[src/sv/trqs_pkg.sv]
`timescale 1ns / 1ps
// Shared codes for the thread ready queue scheduler: commands, thread states,
// result status codes and configuration register indexes. No dependencies.
package trqs_pkg;

   localparam logic [2:0] CMD_CREATE = 3'd0;
   localparam logic [2:0] CMD_YIELD  = 3'd1;
   localparam logic [2:0] CMD_YTO    = 3'd2;
   localparam logic [2:0] CMD_EXIT   = 3'd3;
   localparam logic [2:0] CMD_JOIN   = 3'd4;
   localparam logic [2:0] CMD_CANCEL = 3'd5;

   localparam logic [1:0] ST_FREE  = 2'd0;
   localparam logic [1:0] ST_READY = 2'd1;
   localparam logic [1:0] ST_RUN   = 2'd2;
   localparam logic [1:0] ST_ENDED = 2'd3;

   localparam logic [1:0] STAT_OK   = 2'd0;
   localparam logic [1:0] STAT_ERR  = 2'd1;
   localparam logic [1:0] STAT_HALT = 2'd2;
   localparam logic [1:0] STAT_PEND = 2'd3;

   localparam logic REG_MODE = 1'b0;
   localparam logic REG_SEED = 1'b1;

endpackage

[src/sv/trqs_mod.sv]
`timescale 1ns / 1ps
// Bit-serial remainder unit: one restoring step per cycle over the dividend.
// Standalone; used by the scheduler for the random pick index.
module trqs_mod #(
   parameter int DW = 16,
   parameter int RW = 5
) (
   input  logic          clock,
   input  logic          reset,
   input  logic          start,
   input  logic [DW-1:0] dividend,
   input  logic [RW-1:0] divisor,
   output logic          done,
   output logic [RW-1:0] rem
);
   localparam int CNTW = $clog2(DW + 1);

   logic [DW-1:0]   quo_ff;
   logic [RW:0]     rem_ff;
   logic [RW:0]     rem_in;
   logic [CNTW-1:0] cnt_ff;
   logic            busy_ff;
   logic            done_ff;
   logic [RW:0]     shifted;

   always_comb begin
      shifted = {rem_ff[RW-1:0], quo_ff[DW-1]};
      if (shifted >= {1'b0, divisor}) begin
         rem_in = shifted - {1'b0, divisor};
      end else begin
         rem_in = shifted;
      end
   end

   always_ff @(posedge clock) begin
      if (reset) begin
         busy_ff <= 1'b0;
         done_ff <= 1'b0;
         cnt_ff  <= '0;
      end else begin
         done_ff <= 1'b0;
         if (start) begin
            busy_ff <= 1'b1;
            cnt_ff  <= CNTW'(DW);
         end else if (busy_ff) begin
            cnt_ff <= cnt_ff - 1'b1;
            if (cnt_ff == CNTW'(1)) begin
               busy_ff <= 1'b0;
               done_ff <= 1'b1;
            end
         end
      end
   end

   always_ff @(posedge clock) begin
      if (start) begin
         quo_ff <= dividend;
         rem_ff <= '0;
      end else if (busy_ff) begin
         quo_ff <= quo_ff << 1;
         rem_ff <= rem_in;
      end
   end

   assign done = done_ff;
   assign rem  = rem_ff[RW-1:0];

endmodule

[src/sv/thread_ready_queue_scheduler.sv]
`timescale 1ns / 1ps
// Thread ready queue scheduler top level: command sequencer, thread state and
// ready ring memories, configuration port. Depends on trqs_pkg and trqs_mod.
//
// Usage: a command (req_cmd, req_target_tid) is transferred when req_valid is
// high and req_stall is low. Exactly one result (rsp_status, rsp_value_tid,
// rsp_current_tid) is transferred later on the rsp channel.
// A create searches the ids from the lowest up for a free one; a random pick
// runs the serial remainder step and then a walk that closes the gap in the
// ring, one entry per cycle. The sequencer handles one command at a time; the
// time is set by the single-ported memory walks and the serial remainder unit.
// The result is offered at the edge that returns the sequencer to idle.
// req_stall is low only while the sequencer is idle; a finished result waits
// in the output register, so a new command may be taken while rsp is stalled,
// and its own result waits until the output register is free.
// After reset thread 1 runs, all other ids are free, the ring is empty, the
// pick mode is first-come first-served and the random seed is 1. The APB port
// holds sched_mode at address 0 and random_seed at address 4; writing the
// seed reloads the random generator. Configure only while idle.
module thread_ready_queue_scheduler #(
   parameter int MAX_THREADS = 16
) (
   input  logic       clock,
   input  logic       reset,
   input  logic       req_valid,
   output logic       req_stall,
   input  logic [2:0] req_cmd,
   input  logic [4:0] req_target_tid,
   output logic       rsp_valid,
   input  logic       rsp_stall,
   output logic [1:0] rsp_status,
   output logic [4:0] rsp_value_tid,
   output logic [4:0] rsp_current_tid,
   input  logic        psel,
   input  logic        penable,
   input  logic        pwrite,
   input  logic [2:0]  paddr,
   input  logic [31:0] pwdata,
   output logic [31:0] prdata,
   output logic        pready
);
   import trqs_pkg::*;

   localparam int N  = MAX_THREADS;
   localparam int IW = $clog2(N);
   localparam int TW = $clog2(N + 1);
   localparam int CW = $clog2(N + 1);
   localparam logic [CW-1:0] N_CNT = CW'(N);
   localparam logic [IW-1:0] I_LAST = IW'(N - 1);

   localparam logic [3:0] S_IDLE   = 4'd0;
   localparam logic [3:0] S_DISP   = 4'd1;
   localparam logic [3:0] S_CR_CHK = 4'd2;
   localparam logic [3:0] S_ST_CHK = 4'd3;
   localparam logic [3:0] S_YA     = 4'd4;
   localparam logic [3:0] S_PICK   = 4'd5;
   localparam logic [3:0] S_MOD    = 4'd6;
   localparam logic [3:0] S_TK_RD  = 4'd7;
   localparam logic [3:0] S_TK_V   = 4'd8;
   localparam logic [3:0] S_SH_WR  = 4'd9;
   localparam logic [3:0] S_AFTER  = 4'd10;
   localparam logic [3:0] S_YT_W2  = 4'd11;
   localparam logic [3:0] S_RM_RD  = 4'd12;
   localparam logic [3:0] S_RM_CHK = 4'd13;
   localparam logic [3:0] S_FIN    = 4'd14;

   localparam logic [2:0] RET_YIELD  = 3'd0;
   localparam logic [2:0] RET_JOIN   = 3'd1;
   localparam logic [2:0] RET_EXIT   = 3'd2;
   localparam logic [2:0] RET_YTO    = 3'd3;
   localparam logic [2:0] RET_CANCEL = 3'd4;

   function automatic logic [IW-1:0] inc_idx(input logic [IW-1:0] x);
      return (x == I_LAST) ? '0 : x + 1'b1;
   endfunction

   function automatic logic [IW-1:0] dec_idx(input logic [IW-1:0] x);
      return (x == '0) ? I_LAST : x - 1'b1;
   endfunction

   function automatic logic [IW-1:0] tid_idx(input logic [TW-1:0] t);
      logic [TW-1:0] d;
      d = t - TW'(1);
      return IW'(d);
   endfunction

   // State registers.
   logic [3:0]    state_ff, state_in;
   logic [2:0]    cmd_ff, cmd_in;
   logic [4:0]    tgt_ff, tgt_in;
   logic [IW-1:0] k_ff, k_in;
   logic [IW-1:0] j_ff, j_in;
   logic [TW-1:0] v_ff, v_in;
   logic [2:0]    ret_ff, ret_in;
   logic [1:0]    status_ff, status_in;
   logic [TW-1:0] val_ff, val_in;
   logic [IW-1:0] head_ff, head_in;
   logic [IW-1:0] tail_ff, tail_in;
   logic [CW-1:0] count_ff, count_in;
   logic [TW-1:0] run_ff, run_in;
   logic [15:0]   lfsr_ff, lfsr_in;
   logic          halted_ff, halted_in;
   logic          mode_ff;
   logic [15:0]   seed_ff;
   logic          rsp_valid_ff;
   logic [1:0]    rsp_status_ff;
   logic [TW-1:0] rsp_val_ff;
   logic [TW-1:0] rsp_cur_ff;

   // Memories.
   logic [TW-1:0] ring_mem [N];
   logic [1:0]    st_mem [N];
   logic [N-1:0]  st_valid_ff;
   logic [TW-1:0] ring_rd_ff;
   logic [1:0]    st_rd_ff;
   logic          st_rv_ff;
   logic          st_rz_ff;

   logic          ring_we;
   logic [IW-1:0] ring_waddr, ring_raddr;
   logic [TW-1:0] ring_wdata;
   logic          st_we;
   logic [IW-1:0] st_waddr, st_raddr;
   logic [1:0]    st_wdata;

   logic          mod_start, mod_done;
   logic [CW-1:0] mod_rem;

   logic          cfg_wr;
   logic          tgt_ok;
   logic [TW-1:0] tgt_w;
   logic [1:0]    st_cur;
   logic [15:0]   lfsr_adv;
   logic [CW-1:0] j1, j2;
   logic          fin_go;

   function automatic logic [IW-1:0] pos(input logic [IW-1:0] h, input logic [IW-1:0] x);
      logic [IW:0] s;
      s = {1'b0, h} + {1'b0, x};
      if (s >= (IW+1)'(N)) begin
         s = s - (IW+1)'(N);
      end
      return s[IW-1:0];
   endfunction

   assign cfg_wr = psel && penable && pwrite;
   assign pready = 1'b1;
   assign prdata = (paddr[2] == REG_SEED) ? {16'd0, seed_ff} : {31'd0, mode_ff};

   assign tgt_ok   = (tgt_ff != 5'd0) && (int'(tgt_ff) <= N);
   assign tgt_w    = TW'(tgt_ff);
   assign st_cur   = st_rv_ff ? st_rd_ff : (st_rz_ff ? ST_RUN : ST_FREE);
   assign lfsr_adv = {lfsr_ff[0] ^ lfsr_ff[2] ^ lfsr_ff[3] ^ lfsr_ff[5], lfsr_ff[15:1]};
   assign j1       = CW'(j_ff) + CW'(1);
   assign j2       = CW'(j_ff) + CW'(2);
   assign fin_go   = !rsp_valid_ff || !rsp_stall;

   trqs_mod #(.DW(16), .RW(CW)) u_mod (
      .clock    (clock),
      .reset    (reset),
      .start    (mod_start),
      .dividend (lfsr_adv),
      .divisor  (count_ff),
      .done     (mod_done),
      .rem      (mod_rem)
   );

   always_comb begin
      state_in   = state_ff;
      cmd_in     = cmd_ff;
      tgt_in     = tgt_ff;
      k_in       = k_ff;
      j_in       = j_ff;
      v_in       = v_ff;
      ret_in     = ret_ff;
      status_in  = status_ff;
      val_in     = val_ff;
      head_in    = head_ff;
      tail_in    = tail_ff;
      count_in   = count_ff;
      run_in     = run_ff;
      lfsr_in    = lfsr_ff;
      halted_in  = halted_ff;
      ring_we    = 1'b0;
      ring_waddr = tail_ff;
      ring_wdata = run_ff;
      ring_raddr = pos(head_ff, k_ff);
      st_we      = 1'b0;
      st_waddr   = tid_idx(run_ff);
      st_wdata   = ST_READY;
      st_raddr   = tid_idx(tgt_w);
      mod_start  = 1'b0;

      case (state_ff)
         S_IDLE: begin
            if (req_valid) begin
               cmd_in = req_cmd;
               tgt_in = req_target_tid;
               if (halted_ff) begin
                  status_in = STAT_HALT;
                  val_in    = '0;
                  state_in  = S_FIN;
               end else begin
                  state_in = S_DISP;
               end
            end
         end
         S_DISP: begin
            status_in = STAT_ERR;
            val_in    = '0;
            state_in  = S_FIN;
            case (cmd_ff)
               CMD_CREATE: begin
                  k_in     = '0;
                  st_raddr = '0;
                  state_in = S_CR_CHK;
               end
               CMD_YIELD: begin
                  ret_in   = RET_YIELD;
                  state_in = S_YA;
               end
               CMD_YTO: begin
                  if (tgt_ok && tgt_w == run_ff) begin
                     status_in = STAT_OK;
                     val_in    = tgt_w;
                  end else if (tgt_ok) begin
                     state_in = S_ST_CHK;
                  end
               end
               CMD_EXIT: begin
                  st_we    = 1'b1;
                  st_wdata = ST_ENDED;
                  ret_in   = RET_EXIT;
                  if (count_ff == '0) begin
                     halted_in = 1'b1;
                     run_in    = '0;
                     status_in = STAT_HALT;
                  end else begin
                     state_in = S_PICK;
                  end
               end
               CMD_JOIN, CMD_CANCEL: begin
                  if (tgt_ok && tgt_w != run_ff) begin
                     state_in = S_ST_CHK;
                  end
               end
               default: begin
               end
            endcase
         end
         S_CR_CHK: begin
            if (st_cur == ST_FREE) begin
               if (count_ff == N_CNT) begin
                  status_in = STAT_ERR;
                  val_in    = '0;
               end else begin
                  ring_we    = 1'b1;
                  ring_wdata = TW'(k_ff) + TW'(1);
                  tail_in    = inc_idx(tail_ff);
                  count_in   = count_ff + 1'b1;
                  st_we      = 1'b1;
                  st_waddr   = k_ff;
                  st_wdata   = ST_READY;
                  status_in  = STAT_OK;
                  val_in     = TW'(k_ff) + TW'(1);
               end
               state_in = S_FIN;
            end else if (k_ff == I_LAST) begin
               status_in = STAT_ERR;
               val_in    = '0;
               state_in  = S_FIN;
            end else begin
               k_in     = k_ff + 1'b1;
               st_raddr = k_ff + 1'b1;
            end
         end
         S_ST_CHK: begin
            status_in = STAT_ERR;
            val_in    = '0;
            state_in  = S_FIN;
            k_in      = '0;
            case (cmd_ff)
               CMD_YTO: begin
                  if (st_cur == ST_READY && count_ff != '0) begin
                     ret_in   = RET_YTO;
                     state_in = S_RM_RD;
                  end
               end
               CMD_JOIN: begin
                  if (st_cur == ST_ENDED) begin
                     st_we     = 1'b1;
                     st_waddr  = tid_idx(tgt_w);
                     st_wdata  = ST_FREE;
                     status_in = STAT_OK;
                     val_in    = tgt_w;
                  end else if (st_cur != ST_FREE) begin
                     ret_in   = RET_JOIN;
                     state_in = S_YA;
                  end
               end
               default: begin
                  if (st_cur == ST_RUN) begin
                     st_we     = 1'b1;
                     st_waddr  = tid_idx(tgt_w);
                     st_wdata  = ST_ENDED;
                     status_in = STAT_OK;
                     val_in    = tgt_w;
                  end else if (st_cur == ST_READY && count_ff != '0) begin
                     ret_in   = RET_CANCEL;
                     state_in = S_RM_RD;
                  end
               end
            endcase
         end
         S_YA: begin
            // The caller joins the ring first, so the pick always finds someone.
            if (count_ff == N_CNT) begin
               status_in = STAT_ERR;
               val_in    = '0;
               state_in  = S_FIN;
            end else begin
               ring_we  = 1'b1;
               tail_in  = inc_idx(tail_ff);
               count_in = count_ff + 1'b1;
               st_we    = 1'b1;
               state_in = S_PICK;
            end
         end
         S_PICK: begin
            if (mode_ff) begin
               lfsr_in   = lfsr_adv;
               mod_start = 1'b1;
               state_in  = S_MOD;
            end else begin
               k_in     = '0;
               state_in = S_TK_RD;
            end
         end
         S_MOD: begin
            if (mod_done) begin
               k_in     = IW'(mod_rem);
               state_in = S_TK_RD;
            end
         end
         S_TK_RD: begin
            j_in     = k_ff;
            state_in = S_TK_V;
         end
         S_TK_V: begin
            v_in = ring_rd_ff;
            if (k_ff == '0) begin
               head_in  = inc_idx(head_ff);
               count_in = count_ff - 1'b1;
               state_in = S_AFTER;
            end else if (j1 < count_ff) begin
               ring_raddr = pos(head_ff, IW'(j1));
               state_in   = S_SH_WR;
            end else begin
               tail_in  = dec_idx(tail_ff);
               count_in = count_ff - 1'b1;
               state_in = S_AFTER;
            end
         end
         S_SH_WR: begin
            // Close the gap: each entry moves one place toward the head.
            ring_we    = 1'b1;
            ring_waddr = pos(head_ff, j_ff);
            ring_wdata = ring_rd_ff;
            j_in       = j_ff + 1'b1;
            if (j2 < count_ff) begin
               ring_raddr = pos(head_ff, IW'(j2));
            end else begin
               tail_in  = dec_idx(tail_ff);
               count_in = count_ff - 1'b1;
               state_in = S_AFTER;
            end
         end
         S_AFTER: begin
            state_in = S_FIN;
            case (ret_ff)
               RET_YTO: begin
                  ring_we  = 1'b1;
                  tail_in  = inc_idx(tail_ff);
                  count_in = count_ff + 1'b1;
                  st_we    = 1'b1;
                  state_in = S_YT_W2;
               end
               RET_CANCEL: begin
                  st_we     = 1'b1;
                  st_waddr  = tid_idx(tgt_w);
                  st_wdata  = ST_ENDED;
                  status_in = STAT_OK;
                  val_in    = tgt_w;
               end
               default: begin
                  st_we     = 1'b1;
                  st_waddr  = tid_idx(v_ff);
                  st_wdata  = ST_RUN;
                  run_in    = v_ff;
                  status_in = (ret_ff == RET_JOIN) ? STAT_PEND : STAT_OK;
                  val_in    = v_ff;
               end
            endcase
         end
         S_YT_W2: begin
            st_we     = 1'b1;
            st_waddr  = tid_idx(tgt_w);
            st_wdata  = ST_RUN;
            run_in    = tgt_w;
            status_in = STAT_OK;
            val_in    = tgt_w;
            state_in  = S_FIN;
         end
         S_RM_RD: begin
            state_in = S_RM_CHK;
         end
         S_RM_CHK: begin
            if (ring_rd_ff == tgt_w) begin
               state_in = S_TK_RD;
            end else if (CW'(k_ff) + CW'(1) == count_ff) begin
               status_in = STAT_ERR;
               val_in    = '0;
               state_in  = S_FIN;
            end else begin
               k_in       = k_ff + 1'b1;
               ring_raddr = pos(head_ff, k_ff + 1'b1);
            end
         end
         S_FIN: begin
            if (fin_go) begin
               state_in = S_IDLE;
            end
         end
         default: begin
            state_in = S_IDLE;
         end
      endcase

      // Seed write reloads the LFSR; the user keeps it to sequencer idle, unenforced.
      if (cfg_wr && paddr[2] == REG_SEED) begin
         lfsr_in = pwdata[15:0];
      end
   end

   always_ff @(posedge clock) begin
      if (reset) begin
         state_ff     <= S_IDLE;
         head_ff      <= '0;
         tail_ff      <= '0;
         count_ff     <= '0;
         run_ff       <= TW'(1);
         halted_ff    <= 1'b0;
         mode_ff      <= 1'b0;
         seed_ff      <= 16'd1;
         lfsr_ff      <= 16'd1;
         rsp_valid_ff <= 1'b0;
         st_valid_ff  <= '0;
      end else begin
         state_ff  <= state_in;
         head_ff   <= head_in;
         tail_ff   <= tail_in;
         count_ff  <= count_in;
         run_ff    <= run_in;
         halted_ff <= halted_in;
         lfsr_ff   <= lfsr_in;
         if (cfg_wr) begin
            if (paddr[2] == REG_MODE) begin
               mode_ff <= pwdata[0];
            end else begin
               seed_ff <= pwdata[15:0];
            end
         end
         if (st_we) begin
            st_valid_ff[st_waddr] <= 1'b1;
         end
         if (state_ff == S_FIN && fin_go) begin
            rsp_valid_ff <= 1'b1;
         end else if (!rsp_stall) begin
            rsp_valid_ff <= 1'b0;
         end
      end
   end

   always_ff @(posedge clock) begin
      cmd_ff    <= cmd_in;
      tgt_ff    <= tgt_in;
      k_ff      <= k_in;
      j_ff      <= j_in;
      v_ff      <= v_in;
      ret_ff    <= ret_in;
      status_ff <= status_in;
      val_ff    <= val_in;
      if (state_ff == S_FIN && fin_go) begin
         rsp_status_ff <= status_ff;
         rsp_val_ff    <= val_ff;
         rsp_cur_ff    <= halted_ff ? '0 : run_ff;
      end
   end

   always_ff @(posedge clock) begin
      if (ring_we) begin
         ring_mem[ring_waddr] <= ring_wdata;
      end
      ring_rd_ff <= ring_mem[ring_raddr];
   end

   always_ff @(posedge clock) begin
      if (st_we) begin
         st_mem[st_waddr] <= st_wdata;
      end
      st_rd_ff <= st_mem[st_raddr];
      st_rv_ff <= st_valid_ff[st_raddr];
      st_rz_ff <= (st_raddr == '0);
   end

   assign req_stall       = (state_ff != S_IDLE);
   assign rsp_valid       = rsp_valid_ff;
   assign rsp_status      = rsp_status_ff;
   assign rsp_value_tid   = 5'(rsp_val_ff);
   assign rsp_current_tid = 5'(rsp_cur_ff);

endmodule
[config.mk]
export PLATFORM = sky130hd
export DESIGN_NAME = thread_ready_queue_scheduler
export DESIGN_NICKNAME = d
export VERILOG_FILES = /design/src/sv/trqs_pkg.sv /design/src/sv/trqs_mod.sv /design/src/sv/thread_ready_queue_scheduler.sv
export SDC_FILE = /design/constraint.sdc
export NUM_CORES = 1
export LEC_CHECK = 0
export BUFFER_PORTS_ARGS = -buffer_cell sky130_fd_sc_hd__buf_2
export CAP_MARGIN = 20
export CORE_ASPECT_RATIO = 1.2
export CORE_MARGIN = 2
export CORE_UTILIZATION = 50
export DETAILED_ROUTE_END_ITERATION = 16
export PLACE_DENSITY = 0.67
export SYNTH_ARGS = -nofsm -noshare
export SYNTH_HDL_FRONTEND = slang
export SYNTH_SLANG_ARGS = --single-unit
[constraint.sdc]
create_clock -name clock -period 5.08 [get_ports clock]
set_input_delay 0.508 -clock clock [delete_from_list [all_inputs] [get_ports clock]]
set_output_delay 0.508 -clock clock [all_outputs]
set_load 0.02 [all_outputs]
==> flow_summary.html <==
<table>
<tr><th>Metric</th><th>Value</th></tr>
<tr><th colspan="2">Run status</th></tr>
<tr><td>Outcome</td><td>completed</td></tr>
<tr><th colspan="2">Flow run</th></tr>
<tr><td>Max cap viols</td><td>0</td></tr>
<tr><th colspan="2">Placement</th></tr>
<tr><td>Final HPWL DP</td><td>24.0 mm</td></tr>
<tr><td>Port-buffer cells</td><td>61</td></tr>
<tr><td>Number of placed cells counting well taps</td><td>1,787</td></tr>
<tr><td>Routability-driven placement congestion ratio</td><td>0.950</td></tr>
<tr><td>Minimum setup slack after placement</td><td>0.995 ns</td></tr>
<tr><th colspan="2">Synth</th></tr>
<tr><td>Yosys warning total</td><td>0</td></tr>
<tr><td>Post-Syn Area</td><td>14,200 µm²</td></tr>
<tr><td>Average cell area after synthesis</td><td>10.1 µm²</td></tr>
<tr><td>Sequential area share after synthesis</td><td>0.494</td></tr>
<tr><td>Cell count after synthesis</td><td>1,403</td></tr>
<tr><td>Proportion of register bits with asynchronous set or reset after synthesis</td><td>0</td></tr>
<tr><td>Cell accounting for the most synthesized area</td><td>sky130_fd_sc_hd__edfxtp_1</td></tr>
<tr><td>Flip-flop and latch count after synthesis</td><td>265</td></tr>
<tr><td>Number of flops mapped to enable cells by yosys</td><td>171</td></tr>
<tr><td>Ranking of synthesized cells by area</td><td>sky130_fd_sc_hd__edfxtp_1, sky130_fd_sc_hd__dfxtp_1, sky130_fd_sc_hd__mux2i_1</td></tr>
<tr><td>Fraction of post-synthesis cell area in the top cell type by area</td><td>0.362</td></tr>
<tr><td>Synth cell types</td><td>89</td></tr>
<tr><td>Prevailing post-synth register cell</td><td>sky130_fd_sc_hd__edfxtp_1</td></tr>
<tr><th colspan="2">Worst setup path</th></tr>
<tr><td>Most frequent cell on the critical path</td><td>sky130_fd_sc_hd__ha_1</td></tr>
<tr><td>Worst path top cell family by delay</td><td>simple AND/OR/NAND/NOR gates</td></tr>
<tr><td>Slowest CP cell</td><td>sky130_fd_sc_hd__a2111o_1</td></tr>
<tr><td>Crit Path Class</td><td>reg -&gt; reg</td></tr>
<tr><td>Number of buffer and inverter stages on the critical path</td><td>0</td></tr>
<tr><td>Largest stage delay on the critical path</td><td>0.59 ns</td></tr>
<tr><td>Maximum net fanout on the critical path</td><td>12</td></tr>
<tr><td>CP startpoint kind</td><td>flop</td></tr>
<tr><td>WP data required</td><td>5.49 ns</td></tr>
<tr><td>Cell-by-cell listing of the critical path</td><td>ha_1, xor2_1, ha_1, a21oi_1, o21ai_1, o21ai_4, nor2_1, or3_4, a2111o_1, nand3_1, o22ai_1, or4_1</td></tr>
<tr><td>Crit path arrival time</td><td>4.55 ns</td></tr>
<tr><td>Crit. End Element</td><td>flop</td></tr>
<tr><th colspan="2">Routing</th></tr>
<tr><td>Routed wire length per instance</td><td>18.5 µm</td></tr>
<tr><td>Detailed-route DRC error count</td><td>0</td></tr>
<tr><td>Initial detailed-routing violation count</td><td>785</td></tr>
<tr><td>Final wirelength</td><td>34.0 mm</td></tr>
<tr><td>Detailed Routing Iterations Pass 1</td><td>6</td></tr>
<tr><td>Vias after detailed routing</td><td>10,700</td></tr>
<tr><td>Via density per instance</td><td>5.81</td></tr>
<tr><td>Number of antenna-violating nets in the routed design</td><td>0</td></tr>
<tr><th colspan="2">Finish</th></tr>
<tr><td>Area delta synth-&gt;final</td><td>10.6%</td></tr>
<tr><td>Fraction of final layout cells sized beyond drive strength 1</td><td>0.119</td></tr>
<tr><td>Number of diodes added for antenna fixing</td><td>0</td></tr>
<tr><td>Fillers</td><td>2,396</td></tr>
<tr><td>Final nets</td><td>1,544</td></tr>
<tr><td>Final cell count without fillers</td><td>1,841</td></tr>
<tr><th colspan="2">Floorplan</th></tr>
<tr><td>Effective utilization at floorplan</td><td>0.509</td></tr>
<tr><td>Placeable core region</td><td>27,900 µm²</td></tr>
<tr><td>Area of the die</td><td>29,800 µm²</td></tr>
<tr><td>Number of ports placed on the die boundary</td><td>97</td></tr>
<tr><td>Total number of placement rows</td><td>67</td></tr>
<tr><td>Die X</td><td>158 µm</td></tr>
<tr><td>Height of the chip</td><td>189 µm</td></tr>
<tr><th colspan="2">Timing</th></tr>
<tr><td>Accumulated negative setup slack</td><td>0 ns</td></tr>
<tr><td>Post-layout worst setup margin</td><td>0.944 ns</td></tr>
<tr><td>Hold Violations, Final</td><td>0</td></tr>
<tr><td>Clock Skew</td><td>0.00840 ns</td></tr>
<tr><td>Period Utilization, post-route</td><td>0.814</td></tr>
<tr><td>Unrepaired setup endpoints after global routing</td><td>no</td></tr>
<tr><td>Max-slew violation count</td><td>0</td></tr>
<tr><td>Max-slew headroom</td><td>0.254</td></tr>
<tr><td>Final setup fails</td><td>0</td></tr>
<tr><td>Post-route worst hold slack</td><td>0.138 ns</td></tr>
<tr><td>Maximum achievable frequency</td><td>242 MHz</td></tr>
<tr><td>Fin crit period</td><td>4.14 ns</td></tr>
<tr><td>Actual transition at the worst max-transition pin</td><td>1.12 ns</td></tr>
<tr><th colspan="2">CTS</th></tr>
<tr><td>TritonCTS clock tree</td><td>built</td></tr>
<tr><td>Number of cells upsized or downsized after cts</td><td>0</td></tr>
<tr><td>Number of H-tree levels</td><td>1</td></tr>
<tr><td># clock sinks</td><td>265</td></tr>
<tr><td>Post-CTS Setup Repair Bufs</td><td>0</td></tr>
<tr><td>Root Buffer Master</td><td>sky130_fd_sc_hd__clkbuf_16</td></tr>
<tr><td>Clock edge transition at the registers on the reported setup and hold paths</td><td>0.06 ns</td></tr>
<tr><td>Worst skew pair latency</td><td>0.55 ns</td></tr>
<tr><td>Max clock buf depth</td><td>3</td></tr>
<tr><td>CTS Hold Bufs</td><td>0</td></tr>
<tr><td>Inserted Clock Buffers</td><td>28</td></tr>
<tr><th colspan="2">GRT</th></tr>
<tr><td>Global-route wire length before repair</td><td>53.5 mm</td></tr>
<tr><td>Number of antenna violations at the first check in global routing</td><td>0</td></tr>
<tr><td>Maximum number of pins on one net before global-route repair</td><td>55</td></tr>
<tr><td>Vias in the first global route</td><td>10,300</td></tr>
<tr><td>Total track usage</td><td>0.226</td></tr>
<tr><td>Total grt overflow</td><td>0</td></tr>
<tr><th colspan="2">Power and ir drop</th></tr>
<tr><td>Pwr Density</td><td>529 nW/µm²</td></tr>
<tr><td>Cell leakage power</td><td>0.00606 µW</td></tr>
<tr><td>Peak supply drop</td><td>0.280 mV</td></tr>
<tr><th colspan="2">Min path</th></tr>
<tr><td>Path category of the worst min-delay check</td><td>in -&gt; reg</td></tr>
</table>
## registers in the layout, indices dropped and copies added (netlist names), 4 cells and up
signal	cells
u_mod.quo_ff	16
rsp_current_tid	5
head_ff	4
state_ff	4
u_mod.cnt_ff	5
u_mod.rem_ff	5
ring_mem	80
st_valid_ff	16
lfsr_ff	16
seed_ff	16
v_ff	5
ring_rd_ff	5
rsp_value_tid	5
tail_ff	4
val_ff	5
k_ff	4
run_ff	5
st_mem	32
j_ff	4
tgt_ff	5
count_ff	5
## worst reg2reg max path: stages (launching register included)
cell                       delay [ns]
sky130_fd_sc_hd__edfxtp_1        0.49
sky130_fd_sc_hd__ha_1            0.26
sky130_fd_sc_hd__xor2_1          0.30
sky130_fd_sc_hd__ha_1            0.32
sky130_fd_sc_hd__a21oi_1         0.15
sky130_fd_sc_hd__o21ai_1         0.14
sky130_fd_sc_hd__o21ai_4         0.30
sky130_fd_sc_hd__nor2_1          0.19
sky130_fd_sc_hd__or3_4           0.37
sky130_fd_sc_hd__a2111o_1        0.59
sky130_fd_sc_hd__nand3_1         0.29
sky130_fd_sc_hd__o22ai_1         0.13
sky130_fd_sc_hd__or4_1           0.49
## cells by family (layout without fill, tap and decap cells)
kind of cell / Yosys count / in the layout / share of synthesized area
AOI/OAI and AO/OA: 320 / 320 / 0.159
xor gates and xnor gates: 59 / 59 / 0.0375
adders and majority gates: 54 / 54 / 0.0513
buffers and inverters: 139 / 183 / 0.0462
DFF: 265 / 265 / 0.494
muxes: 75 / 75 / 0.0530
other: 2 / 17 / 0.000529
and+or+nand+nor: 489 / 489 / 0.158
## layout make-up
class	instances	area, µm²	share of cell area
clock buffer	45	865	0.0551
sequential	265	7020	0.447
clock inverter	7	76.3	0.00486
tap	379	474	0.0302
multi-input combinational	1014	6600	0.420
inverter	48	181	0.0116
timing repair buffer	83	490	0.0312
## cells in the final DEF (no fill, tap or decap), types with 20 or more instances in the layout
cell type	count
sky130_fd_sc_hd__a21oi_1	91
sky130_fd_sc_hd__and2_1	20
sky130_fd_sc_hd__buf_2	61
sky130_fd_sc_hd__buf_4	21
sky130_fd_sc_hd__clkbuf_16	28
sky130_fd_sc_hd__dfxtp_1	94
sky130_fd_sc_hd__edfxtp_1	171
sky130_fd_sc_hd__ha_1	47
sky130_fd_sc_hd__inv_1	47
sky130_fd_sc_hd__mux2i_1	74
sky130_fd_sc_hd__nand2_1	197
sky130_fd_sc_hd__nand3_1	39
sky130_fd_sc_hd__nor2_1	124
sky130_fd_sc_hd__nor3_1	20
sky130_fd_sc_hd__o21ai_0	52
sky130_fd_sc_hd__xnor2_1	29
sky130_fd_sc_hd__xor2_1	29
## worst paths after layout
| check | startpoint | end | slack [ns] | depth (start not counted) |
|---|---|---|---|---|
| setup / recovery | j_ff[0]$_DFFE_PP_ | ring_rd_ff[3]$_DFF_P_ | 0.94 | 12 |
| hold / removal | req_cmd[0] | cmd_ff[0]$_DFFE_PP_ | 0.14 | 1 |
| setup reg to reg | j_ff[0]$_DFFE_PP_ | ring_rd_ff[3]$_DFF_P_ | 0.94 | 12 |
| hold reg to reg | val_ff[2]$_DFFE_PP_ | rsp_value_tid[2]$_DFFE_PP_ | 0.42 | 0 |
## power by group
part           switching, µW  internal [µW]
sequential               234           2680
clock                    818           1210
combinational           2160           1200
## through the flow
stage | total power (µW) | instance area (µm²) | utilization
finish | 8310 | 15700 | 0.563
global route | 8760 | 15700 | 0.563
CTS | 8300 | 15700 | 0.561
detailed placement | 6250 | 14700 | 0.528
global placement | 6190 | 14700 | 0.527
floorplan | 5360 | 14300 | -
## synth_stat cells (all sizes together) (6+ instances only)
cell,instances
a2111o,17
fa,7
a31oi,11
a22oi,10
and2,20
a221o,8
o21a,6
a21oi,95
nand2,200
o21ai,56
nor2b,13
xnor2,29
a21o,14
o21ba,12
clkbuf,42
xor2,29
nand3,40
inv,47
edfxtp,171
buf,49
or3,8
a211oi,15
nand4,8
mux2i,74
nor2,124
ha,47
o22ai,15
nand2b,15
or2,7
and3,9
nor3,20
dfxtp,94
a2111oi,7
## per-layer routing
layer  track usage  vias to the layer above  routed length (µm)
met5             0                        -                   0
met4        0.0864                        0                1120
met3        0.0320                       73                1920
met2         0.388                      355               16900
met1         0.287                     5143               14100
li1              -                     5121                   -
(Power assumes the default switching activity.)
